$ cat src/hw/rtl/lzssd_pkg.sv
// ----------------------------------------------------------------------------
// LZSS decompressor package
// Shared constants, command format and state encodings.
// ----------------------------------------------------------------------------
package lzssd_pkg;

  localparam int WIN_DEPTH = 4096;
  localparam int WIN_AW    = $clog2(WIN_DEPTH);
  localparam int DIST_W    = WIN_AW + 1;
  localparam int SIZE_BITS = 24;
  localparam int LEN_W     = 5;
  localparam int LEN_BIAS  = 3;
  localparam logic [7:0] FILL_BYTE = 8'hFF;

  localparam int CMD_DEPTH = 2;
  localparam int CMD_PW    = $clog2(CMD_DEPTH);
  localparam int CMD_CW    = $clog2(CMD_DEPTH + 1);

  // one decoded token: a literal or a back-reference copy
  typedef struct packed {
    logic                is_copy;
    logic [7:0]          lit;
    logic [LEN_W-1:0]    len;
    logic [DIST_W-1:0]   distance;
    logic                last;
  } cmd_t;

  typedef enum logic [2:0] {
    PH_HEADER = 3'b001,
    PH_BODY   = 3'b010,
    PH_PAIR   = 3'b100
  } phase_e;

  typedef enum logic [2:0] {
    ENG_IDLE = 3'b001,
    ENG_READ = 3'b010,
    ENG_EMIT = 3'b100
  } eng_state_e;

endpackage

$ cat src/hw/rtl/lzssd_cmd_fifo.sv
// ----------------------------------------------------------------------------
// LZSS decompressor token queue
// Short register queue between the parser and the copy engine.
// ----------------------------------------------------------------------------
module lzssd_cmd_fifo (
  input  logic              clk_i,
  input  logic              rst_ni,
  input  logic              push_i,
  input  lzssd_pkg::cmd_t   push_data_i,
  output logic              full_o,
  input  logic              pop_i,
  output logic              valid_o,
  output lzssd_pkg::cmd_t   head_o
);

  lzssd_pkg::cmd_t                  mem_q [lzssd_pkg::CMD_DEPTH];
  logic [lzssd_pkg::CMD_PW-1:0]     wr_q, rd_q;
  logic [lzssd_pkg::CMD_CW-1:0]     cnt_q;
  logic                             do_push, do_pop;

  assign full_o  = cnt_q == lzssd_pkg::CMD_CW'(lzssd_pkg::CMD_DEPTH);
  assign valid_o = cnt_q != '0;
  assign head_o  = mem_q[rd_q];
  assign do_push = push_i && !full_o;
  assign do_pop  = pop_i && valid_o;

  always_ff @(posedge clk_i) begin
    if (do_push) begin
      mem_q[wr_q] <= push_data_i;
    end
  end

  always_ff @(posedge clk_i or negedge rst_ni) begin
    if (!rst_ni) begin
      wr_q  <= '0;
      rd_q  <= '0;
      cnt_q <= '0;
    end else begin
      if (do_push) begin
        wr_q <= (wr_q == lzssd_pkg::CMD_PW'(lzssd_pkg::CMD_DEPTH - 1)) ? '0 : wr_q + 1'b1;
      end
      if (do_pop) begin
        rd_q <= (rd_q == lzssd_pkg::CMD_PW'(lzssd_pkg::CMD_DEPTH - 1)) ? '0 : rd_q + 1'b1;
      end
      cnt_q <= cnt_q + lzssd_pkg::CMD_CW'(do_push) - lzssd_pkg::CMD_CW'(do_pop);
    end
  end

`ifndef SYNTHESIS
  a_no_overflow: assert property (@(posedge clk_i) disable iff (!rst_ni)
    cnt_q <= lzssd_pkg::CMD_CW'(lzssd_pkg::CMD_DEPTH))
    else $error("token queue count out of range");
`endif

endmodule

$ cat config.mk
export PLATFORM = sky130hd
export DESIGN_NAME = lzssd_cmd_fifo
export DESIGN_NICKNAME = d
export VERILOG_FILES = /design/src/hw/rtl/lzssd_pkg.sv /design/src/hw/rtl/lzssd_cmd_fifo.sv
export SDC_FILE = /design/constraint.sdc
export NUM_CORES = 1
export LEC_CHECK = 0
export ABC_CLOCK_PERIOD_IN_PS = 4500
export BUFFER_PORTS_ARGS = -buffer_cell sky130_fd_sc_hd__buf_2
export CAP_MARGIN = 20
export CORE_MARGIN = 2
export CORE_UTILIZATION = 55
export DETAILED_ROUTE_END_ITERATION = 7
export MAX_ROUTING_LAYER = met4
export PLACE_DENSITY = 0.86
export SYNTH_ARGS = -nofsm -noshare
export SYNTH_HDL_FRONTEND = slang
export SYNTH_SLANG_ARGS = --single-unit
$ cat constraint.sdc
create_clock -name clk_i -period 4.5 [get_ports clk_i]
set_input_delay 0.225 -clock clk_i [delete_from_list [all_inputs] [get_ports clk_i]]
set_output_delay 0.225 -clock clk_i [all_outputs]
set_load 0.02 [all_outputs]
==> impl_metrics.toml <==
[run_status]
outcome = "finished clean"

[die]
chipHeight_um = 68.3
coreArea_mm2 = 0.00400
fp.dieArea_mm2 = 0.00466
io_pins = 62
rows = 23
start_util_pct = 56.8
die_w_um = 68.3

[clocking]
cts_root_buffer = "clkbuf_8"
cts_sinks = 60
clk-insertion-delay-late_ns = 0.32
cts_buffers = 9
htree_num_levels = 3
postCtsSetupBuffers = 0
cts_tree = "built"
clk_pin_slew_ns = 0.06
clockBufferDepth = 2

[setup_path]
crit_path_start_kind = "register"
critPathBufInv = 2
path_delay_family = "buffers and inverters"
arrival_ns = 1.58
r2r-start = "cnt_q[1]$_DFF_PN0_"
reg2reg_to = "cnt_q[1]$_DFF_PN0_"
crit_chain = "buf_4 > mux2_2 > buf_2"
critical_path_required_ns = 4.28
setup.worst_path.end_class = "output port"
rr_worst_depth = 7
reg2reg_setup_slack_ns = 2.73
cp_max_fo = 29
critical-path-slowest-cell = "mux2_2"
worstSetupPathType = "register to output port"
critical_path.max_stage_delay_ns = 0.39

[finish]
n_antenna_cell = 0
multiInputGateArea_um2 = 450
fillerInstances = 284
layout_commonest_cell = "buf_2"
regArea_mm2 = 0.00178
final_cell_mix = "buf_2 (61), edfxtp_1 (56), mux2_2 (18), mux2_4 (10), clkbuf_8 (9)"
nets = 212
drive_above_1_share_pct = 57.7
instances_no_fill = 232
area_delta_synth_final_pct = 22.8

[timing]
hold_viol = 0
min_period_over_period_pct = 40.2
max_freq_mhz = 553
worst_slack_ns = 2.69
slew_headroom_pct = 71.4
period_needed_ns = 1.81
slew_viol_final = 0
worstMarginPinSlew_ns = 0.429
tns_ns = 0
rsz0062_at_grt = "no"
setup_viol = 0
fin_worst_skew_ns = 0.00487

[logic_synthesis]
synth_seq_cells = 60
synth_warnings = 0
syn_nets = 139
netlist_area_mm2 = 0.00227
netlist_instances = 105
synth_cell_type_count = 17
yosysSeqAreaShare_pct = 78.5
syn_area_per_cell_um2 = 21.6

[drt]
detail-route-antenna-nets = 0
first_pass_iters = 4
wl_per_cell_um = 15.1
vias_per_cell = 4.94
drtIter0Drc = 88
drc = 0
drt_wl_total_um = 3500
vias = 1147

[grt]
grt_usage_pct = 16.7
first_global_vias = 1108
antenna_found_initial = 0
grt_pass1_wl_um = 5050
grt_max_degree = 30
gr-total-overflow = 0

[flow_run]
cap_violations = 0

[power]
p_per_area_mw_per_mm2 = 661
p_leak_nw = 1.12
peakVddDrop_v = 0.000387

[placed_design]
placed_cells = 216
dp_worst_setup_slack_ns = 2.74
gp_congestion = 0.594
dpl.hpwl_um = 2400
io_buffers = 61

[hold_path]
hold_path.class = "primary input to register"
whs_path_depth = 1
whs_endpoint = "mem_q[1][7]$_DFFE_PP_"
min-delay-start = "push_data_i[7]"
-- power by group --
group	internal, mW	total (mW)	switching, mW
Combinational	0.283	0.666	0.384
Sequential	0.768	0.807	0.0389
Clock	0.191	0.369	0.178
Total	1.24	1.84	0.601
-- through the flow --
step	utilization (%)	area (um^2)	power (mW)	hold WS (ns)
after global placement	65.7	2630	1.47	0.0301
after detailed placement	65.7	2630	1.49	0.0364
after CTS	69.7	2790	1.87	0.0767
after global routing	69.7	2790	1.94	0.0824
final	69.7	2790	1.84	0.0916
after floorplan	-	2270	1.32	-0.0706
-- cells in the mapped netlist --
cell type,n,area share [%]
and2_4,1,0.39
and3_1,1,0.28
buf_4,1,0.33
buf_6,1,0.50
buf_8,1,0.66
dfrtp_1,4,4.4
edfxtp_1,56,74
ha_1,2,1.1
inv_1,2,0.33
mux2_2,18,8.9
mux2_4,10,6.6
nand2_1,1,0.17
nand2b_1,1,0.28
nor2_1,1,0.17
or2_1,1,0.28
xnor2_1,3,1.2
xor2_1,1,0.39
-- metal layers --
layer | routed length [um] | part of all wire (%) | GRT usage [%] | up-vias
met5 | 0 | 0 | - | -
met4 | 65 | 1.9 | 11.3 | 0
met3 | 247 | 7.1 | 4.77 | 7
met2 | 1810 | 52 | 27.2 | 51
met1 | 1370 | 39 | 17.6 | 539
li1 | - | - | - | 550
-- worst register-to-register path, stage by stage (launching register included) --
cell and delay (ns):
dfrtp_1 0.41, or2_1 0.26, and2_4 0.17, ha_1 0.26
inv_1 0.04, ha_1 0.19, xnor2_1 0.22, xnor2_1 0.15
-- cells by family (layout without fill, tap and decap cells) --
kind of cell | Yosys count | in the layout | synth area share, %
adders and majority gates | 2 | 2 | 1.10
buffers and inverters | 5 | 82 | 1.82
muxes | 28 | 28 | 15.5
and+or+nand+nor | 6 | 6 | 1.54
DFF | 60 | 60 | 78.5
xor gates and xnor gates | 4 | 4 | 1.54
-- sequential cells by signal (all words and copies together), names as in the netlist --
register and flops:
wr_q 1, rd_q 1, mem_q 56, cnt_q 2
-- worst max path at each step --
| stage | from | endpoint | slack (ns) | depth (start not counted) |
|---|---|---|---|---|
| global route | rd_q$_DFFE_PN0P_ | head_o[6] | 2.62 | 3 |
| floorplan | cnt_q[1]$_DFF_PN0_ | mem_q[0][0]$_DFFE_PP_ | 2.31 | 3 |
| detailed placement | cnt_q[1]$_DFF_PN0_ | cnt_q[1]$_DFF_PN0_ | 2.74 | 7 |
| CTS | rd_q$_DFFE_PN0P_ | head_o[6] | 2.67 | 3 |
| global placement | cnt_q[1]$_DFF_PN0_ | cnt_q[1]$_DFF_PN0_ | 2.89 | 7 |
| finish | rd_q$_DFFE_PN0P_ | head_o[11] | 2.69 | 3 |
-- area by class of cell --
type / count / area share, %
multi-input cells: 40 / 16.2
clock inverters: 4 / 0.628
inverters: 2 / 0.269
well taps: 50 / 2.24
flip-flops and latches: 60 / 63.9
repair buffers: 65 / 12.1
clock buffers: 11 / 4.71
-- repair_timing --
item | in CTS | in global routing
endpoints found under the hold margin | 4 | 0
gates resized for setup | 0 | 0
endpoints found under the setup margin | 0 | 0
hold buffers | 1 | 0
No activity file was read; power rests on OpenSTA's default activity.
