File: config.mk
export PLATFORM = sky130hd
export DESIGN_NAME = lzssd_parser
export DESIGN_NICKNAME = d
export VERILOG_FILES = /design/src/hw/rtl/lzssd_pkg.sv /design/src/hw/rtl/lzssd_parser.sv
export SDC_FILE = /design/constraint.sdc
export NUM_CORES = 1
export LEC_CHECK = 0
export BUFFER_PORTS_ARGS = -buffer_cell sky130_fd_sc_hd__buf_2
export CORE_MARGIN = 2
export CORE_UTILIZATION = 65
export CTS_CLUSTER_DIAMETER = 50
export DETAILED_ROUTE_END_ITERATION = 6
export PLACE_DENSITY = 0.87
export SLEW_MARGIN = 20
export SYNTH_ARGS = -nofsm -noshare
export SYNTH_HDL_FRONTEND = slang
export SYNTH_SLANG_ARGS = --single-unit
File: constraint.sdc
create_clock -name clk_i -period 9.4 [get_ports clk_i]
set_clock_uncertainty 0.05 [all_clocks]
set_input_delay 1.41 -clock clk_i [delete_from_list [all_inputs] [get_ports clk_i]]
set_output_delay 1.41 -clock clk_i [all_outputs]
set_load 0.1 [all_outputs]
File: src/hw/rtl/lzssd_pkg.sv
// ----------------------------------------------------------------------------
// LZSS decompressor package
// Shared constants, command format and state encodings.
// ----------------------------------------------------------------------------
package lzssd_pkg;

  localparam int WIN_DEPTH = 4096;
  localparam int WIN_AW    = $clog2(WIN_DEPTH);
  localparam int DIST_W    = WIN_AW + 1;
  localparam int SIZE_BITS = 24;
  localparam int LEN_W     = 5;
  localparam int LEN_BIAS  = 3;
  localparam logic [7:0] FILL_BYTE = 8'hFF;

  localparam int CMD_DEPTH = 2;
  localparam int CMD_PW    = $clog2(CMD_DEPTH);
  localparam int CMD_CW    = $clog2(CMD_DEPTH + 1);

  // one decoded token: a literal or a back-reference copy
  typedef struct packed {
    logic                is_copy;
    logic [7:0]          lit;
    logic [LEN_W-1:0]    len;
    logic [DIST_W-1:0]   distance;
    logic                last;
  } cmd_t;

  typedef enum logic [2:0] {
    PH_HEADER = 3'b001,
    PH_BODY   = 3'b010,
    PH_PAIR   = 3'b100
  } phase_e;

  typedef enum logic [2:0] {
    ENG_IDLE = 3'b001,
    ENG_READ = 3'b010,
    ENG_EMIT = 3'b100
  } eng_state_e;

endpackage

File: src/hw/rtl/lzssd_parser.sv
// ----------------------------------------------------------------------------
// LZSS decompressor token parser
// Takes stream bytes, tracks header, flags and size, emits literal/copy tokens.
// ----------------------------------------------------------------------------
module lzssd_parser (
  input  logic                clk_i,
  input  logic                rst_ni,
  input  logic                in_valid_i,
  output logic                in_stall_o,
  input  logic [7:0]          in_byte_i,
  output logic                cmd_push_o,
  output lzssd_pkg::cmd_t     cmd_o,
  input  logic                cmd_full_i
);

  lzssd_pkg::phase_e                   phase_q, phase_d;
  logic [1:0]                          hidx_q, hidx_d;
  logic [lzssd_pkg::SIZE_BITS-1:0]     rem_q, rem_d;
  logic [7:0]                          flag_bits_q, flag_bits_d;
  logic [3:0]                          flags_left_q, flags_left_d;
  logic [7:0]                          pair_high_q, pair_high_d;

  logic                                accept;
  logic [4:0]                          hdr_sh;
  logic [lzssd_pkg::SIZE_BITS-1:0]     hdr_new;
  logic [lzssd_pkg::LEN_W-1:0]         len_w;
  logic [lzssd_pkg::LEN_W-1:0]         eff_len;
  logic                                copy_last;

  assign in_stall_o = cmd_full_i;
  assign accept     = in_valid_i && !in_stall_o;

  assign hdr_sh  = {hidx_q - 2'd1, 3'b000};
  assign hdr_new = rem_q | (lzssd_pkg::SIZE_BITS'(in_byte_i) << hdr_sh);

  assign len_w     = {1'b0, pair_high_q[7:4]} + lzssd_pkg::LEN_W'(lzssd_pkg::LEN_BIAS);
  assign copy_last = rem_q <= lzssd_pkg::SIZE_BITS'(len_w);
  assign eff_len   = copy_last ? rem_q[lzssd_pkg::LEN_W-1:0] : len_w;

  always_comb begin
    phase_d      = phase_q;
    hidx_d       = hidx_q;
    rem_d        = rem_q;
    flag_bits_d  = flag_bits_q;
    flags_left_d = flags_left_q;
    pair_high_d  = pair_high_q;
    cmd_push_o   = 1'b0;
    cmd_o        = '0;
    cmd_o.lit    = in_byte_i;

    if (accept) begin
      case (phase_q)
        lzssd_pkg::PH_BODY: begin
          if (flags_left_q == 4'd0) begin
            flag_bits_d  = in_byte_i;
            flags_left_d = 4'd8;
          end else if (!flag_bits_q[7]) begin
            cmd_push_o   = 1'b1;
            cmd_o.last   = (rem_q == lzssd_pkg::SIZE_BITS'(1));
            rem_d        = rem_q - lzssd_pkg::SIZE_BITS'(1);
            if (cmd_o.last) begin
              phase_d      = lzssd_pkg::PH_HEADER;
              hidx_d       = 2'd0;
              flags_left_d = 4'd0;
            end else begin
              flag_bits_d  = {flag_bits_q[6:0], 1'b0};
              flags_left_d = flags_left_q - 4'd1;
            end
          end else begin
            pair_high_d = in_byte_i;
            phase_d     = lzssd_pkg::PH_PAIR;
          end
        end
        lzssd_pkg::PH_PAIR: begin
          cmd_push_o     = 1'b1;
          cmd_o.is_copy  = 1'b1;
          cmd_o.len      = eff_len;
          cmd_o.distance = {1'b0, pair_high_q[3:0], in_byte_i} + lzssd_pkg::DIST_W'(1);
          cmd_o.last     = copy_last;
          rem_d          = rem_q - lzssd_pkg::SIZE_BITS'(eff_len);
          if (copy_last) begin
            phase_d      = lzssd_pkg::PH_HEADER;
            hidx_d       = 2'd0;
            flags_left_d = 4'd0;
          end else begin
            phase_d      = lzssd_pkg::PH_BODY;
            flag_bits_d  = {flag_bits_q[6:0], 1'b0};
            flags_left_d = flags_left_q - 4'd1;
          end
        end
        default: begin
          phase_d = lzssd_pkg::PH_HEADER;
          if (hidx_q == 2'd0) begin
            rem_d  = '0;
            hidx_d = 2'd1;
          end else begin
            rem_d = hdr_new;
            if (hidx_q == 2'd3) begin
              hidx_d       = 2'd0;
              flags_left_d = 4'd0;
              flag_bits_d  = 8'd0;
              if (hdr_new != '0) begin
                phase_d = lzssd_pkg::PH_BODY;
              end
            end else begin
              hidx_d = hidx_q + 2'd1;
            end
          end
        end
      endcase
    end
  end

  always_ff @(posedge clk_i or negedge rst_ni) begin
    if (!rst_ni) begin
      phase_q      <= lzssd_pkg::PH_HEADER;
      hidx_q       <= 2'd0;
      rem_q        <= '0;
      flag_bits_q  <= 8'd0;
      flags_left_q <= 4'd0;
      pair_high_q  <= 8'd0;
    end else begin
      phase_q      <= phase_d;
      hidx_q       <= hidx_d;
      rem_q        <= rem_d;
      flag_bits_q  <= flag_bits_d;
      flags_left_q <= flags_left_d;
      pair_high_q  <= pair_high_d;
    end
  end

`ifndef SYNTHESIS
  a_body_owes_bytes: assert property (@(posedge clk_i) disable iff (!rst_ni)
    (phase_q == lzssd_pkg::PH_BODY || phase_q == lzssd_pkg::PH_PAIR) |-> rem_q != '0)
    else $error("body phase with nothing owed");
`endif

endmodule

==> impl_metrics.py <==
metrics = {
    "run_status": {
        "status": "finished clean",
    },
    "min_path": {
        "hold_end": "rem_q[8]$_DFFE_PN0P_",
        "hold_class": "reg -> reg",
        "whs_path_depth": 1,
        "min-delay-start": "rem_q[8]$_DFFE_PN0P_",
    },
    "global_routing": {
        "antenna_found_initial": 0,
        "grt_pass1_vias": 3954,
        "grt_max_degree": 50,
        "overflow": 0,
        "grt_usage": 0.3641,
        "grt_first_pass_wirelength_um": 19040,
    },
    "setup_path": {
        "startpoint_type": "register",
        "cp.arrival_ns": 3.79,
        "crit_type": "reg -> out",
        "max_stage_delay_ns": 0.67,
        "worst-path-buf-inv": 1,
        "rrSetupSlack_ns": 4.23,
        "cp-end-kind": "primary output",
        "critical_path.cell_chain": "or4_1 -> nor4_1 -> nand2_1 -> nor3_2 -> mux2_2 -> nor2_1 -> buf_2",
        "reg2reg_depth": 12,
        "r2r_start": "rem_q[5]$_DFFE_PN0P_",
        "r2r-end": "rem_q[19]$_DFFE_PN0P_",
        "required_ns": 7.94,
        "worstPathMaxFanout": 11,
        "cp_top_family": "simple AND/OR/NAND/NOR gates",
        "slowest_stage": "or4_1",
    },
    "logic_synthesis": {
        "netlist_area_um2": 4005,
        "ys_warn_count": 0,
        "ys_seq_area_frac": 0.3065,
        "synth_cells": 485,
        "synth_edf_count": 0,
        "ys_types": 65,
        "ys.flop_type": "dfrtp_1",
        "synth_nets": 517,
        "async_flop_share": 1.000,
        "synth_seq_cells": 49,
        "avgSynthCellArea_um2": 8.258,
    },
    "placed_design": {
        "portBuffers": 41,
        "dp_hpwl_um": 8498,
        "dp_cells": 566,
        "gp_congestion": 0.9775,
    },
    "final_layout": {
        "fillCellCount": 473,
        "final_cells": 574,
        "insertedDiodeCount": 0,
        "drive_gt1_frac": 0.1643,
        "final_util": 0.7196,
        "layout.nets": 530,
        "areaGrowthSynthToFinish_pct": 6.373,
    },
    "drt": {
        "top_layer": "met4",
        "dr_total_vias": 4186,
        "drtIter0Drc": 613,
        "vias_per_cell": 7.293,
        "dr_wl_met3_um": 1411,
        "drc_errors": 0,
        "dr_wl_met2_um": 5408,
        "antenna_left": 0,
        "met1_length_um": 4540,
        "wl_per_cell_um": 20.82,
        "wl_um": 11950,
        "first_pass_iters": 7,
    },
    "job": {
        "maxCapViolCount": 0,
    },
    "pwr": {
        "finalPower_mw": 1.179,
        "ir_worst_vdd_mv": 0.1369,
        "cellLeakagePower_nw": 1.841,
        "powerDensity_nw_per_um2": 276.8,
    },
    "cts": {
        "cts.clk_slew.worst_paths_ns": 0.09,
        "cts_tree": "yes",
        "post-cts-setup-buffers": 0,
        "clockBufferDepth": 2,
        "cts_hold_buf": 0,
        "htreeDepth": 2,
        "clock_sinks": 49,
        "cts_made_buffers": 5,
        "clk_latency_ns": 0.31,
        "cts_resized": 0,
        "cts-root-buf": "clkbuf_8",
    },
    "sta": {
        "fin_crit_sh": 0.5590,
        "min_period_ns": 5.255,
        "rsz0062_at_grt": "false",
        "worst_slew_pin_slew_ns": 1.084,
        "tns_ns": 0,
        "slew_viol_final": 0,
        "setup_violations": 0,
        "slew_headroom": 0.2719,
        "hold_viol_final": 0,
        "hold_ws_ns": 0.4318,
        "fmax_mhz": 190.3,
    },
    "floorplanning": {
        "start_util": 0.6765,
        "top_level_ports": 42,
        "dieArea_um2": 6805,
        "row_count": 28,
        "die_h_um": 82.50,
        "core_um2": 5921,
        "die_width_um": 82.50,
    },
}
final cells by class:
class	count	area, um^2	share of cell area
inverter	19	71.32	0.01674
timing repair buffer	44	230.2	0.05404
tap	75	93.84	0.02203
multi-input combinational	379	2536	0.5953
clock buffer	7	96.34	0.02261
sequential	49	1227	0.2881
clock inverter	1	5.005	0.001175
metal layers:
layer,GRT usage,vias to the layer above
met5,0,-
met2,0.5944,309
met4,0.1689,0
li1,-,1818
met1,0.4559,1983
met3,0.08696,76
layout by cell type, fill, tap and decap left out, types with 7 or more instances in the layout:
cell	Yosys	final
mux2_2	17	17
buf_2	2	40
nand2_1	29	29
xor2_1	11	11
a21oi_1	39	39
clkbuf_8	0	7
o21ai_0	36	36
o22ai_1	7	7
or4_1	9	9
dfrtp_1	48	48
inv_1	19	19
a22oi_1	7	7
nor2_1	50	50
ha_1	19	19
a22o_1	8	8
nor3_1	19	18
nand3_1	9	9
o211ai_1	8	8
stage by stage:
step | setup slack, ns | area (um^2)
finish | 4.145 | 4260
global route | 3.906 | 4260
CTS | 3.798 | 4253
detailed placement | 4.006 | 4151
global placement | 4.247 | 4151
floorplan | 3.748 | 4005
power breakdown:
group	internal, mW	switching [mW]
Combinational	0.234	0.428
Sequential	0.280	0.0968
Clock	0.0667	0.0738
worst register-to-register path, delay by kind of cell, from the launching register on:
kind	cells	cell delay, ns
compound gates	4	1.17
fa+ha+maj	1	0.28
flops	1	0.41
mux	1	0.45
simple gates	6	2.73
cells by family after synthesis:
| family | Yosys count | synth area share |
|---|---|---|
| compound gates | 160 | 0.2627 |
| simple gates | 160 | 0.2059 |
| buf+inv | 57 | 0.06279 |
| flops | 49 | 0.3065 |
| mux | 23 | 0.06279 |
| fa+ha+maj | 20 | 0.06436 |
| xor+xnor | 16 | 0.03499 |
how the worst max path moves through the flow:
stage                         startpoint                     to  slack (ns)  depth (start not counted)
floorplan           rem_q[5]$_DFFE_PN0P_               cmd_o[0]        3.75                          8
detailed placement  rem_q[5]$_DFFE_PN0P_  rem_q[19]$_DFFE_PN0P_        4.01                         12
finish              rem_q[5]$_DFFE_PN0P_              cmd_o[15]        4.15                          7
global route        rem_q[5]$_DFFE_PN0P_              cmd_o[15]        3.91                          7
CTS                 rem_q[5]$_DFFE_PN0P_              cmd_o[15]        3.80                          7
global placement    rem_q[5]$_DFFE_PN0P_  rem_q[13]$_DFFE_PN0P_        4.25                         12
cells in the mapped netlist (all sizes together) (11+ instances only):
master / n / share of area
a21oi: 39 / 0.049
buf: 12 / 0.020
clkbuf: 26 / 0.025
dfrtp: 48 / 0.30
ha: 19 / 0.059
inv: 19 / 0.018
mux2: 17 / 0.048
nand2: 29 / 0.027
nor2: 50 / 0.047
nor3: 19 / 0.024
o21ai: 38 / 0.048
xor2: 11 / 0.024
state kept, by name, summed over array words and instances (netlist names):
register,cells
phase_q,3
pair_high_q,8
flag_bits_q,8
rem_q,24
flags_left_q,4
hidx_q,2
(Power assumes the default switching activity.)
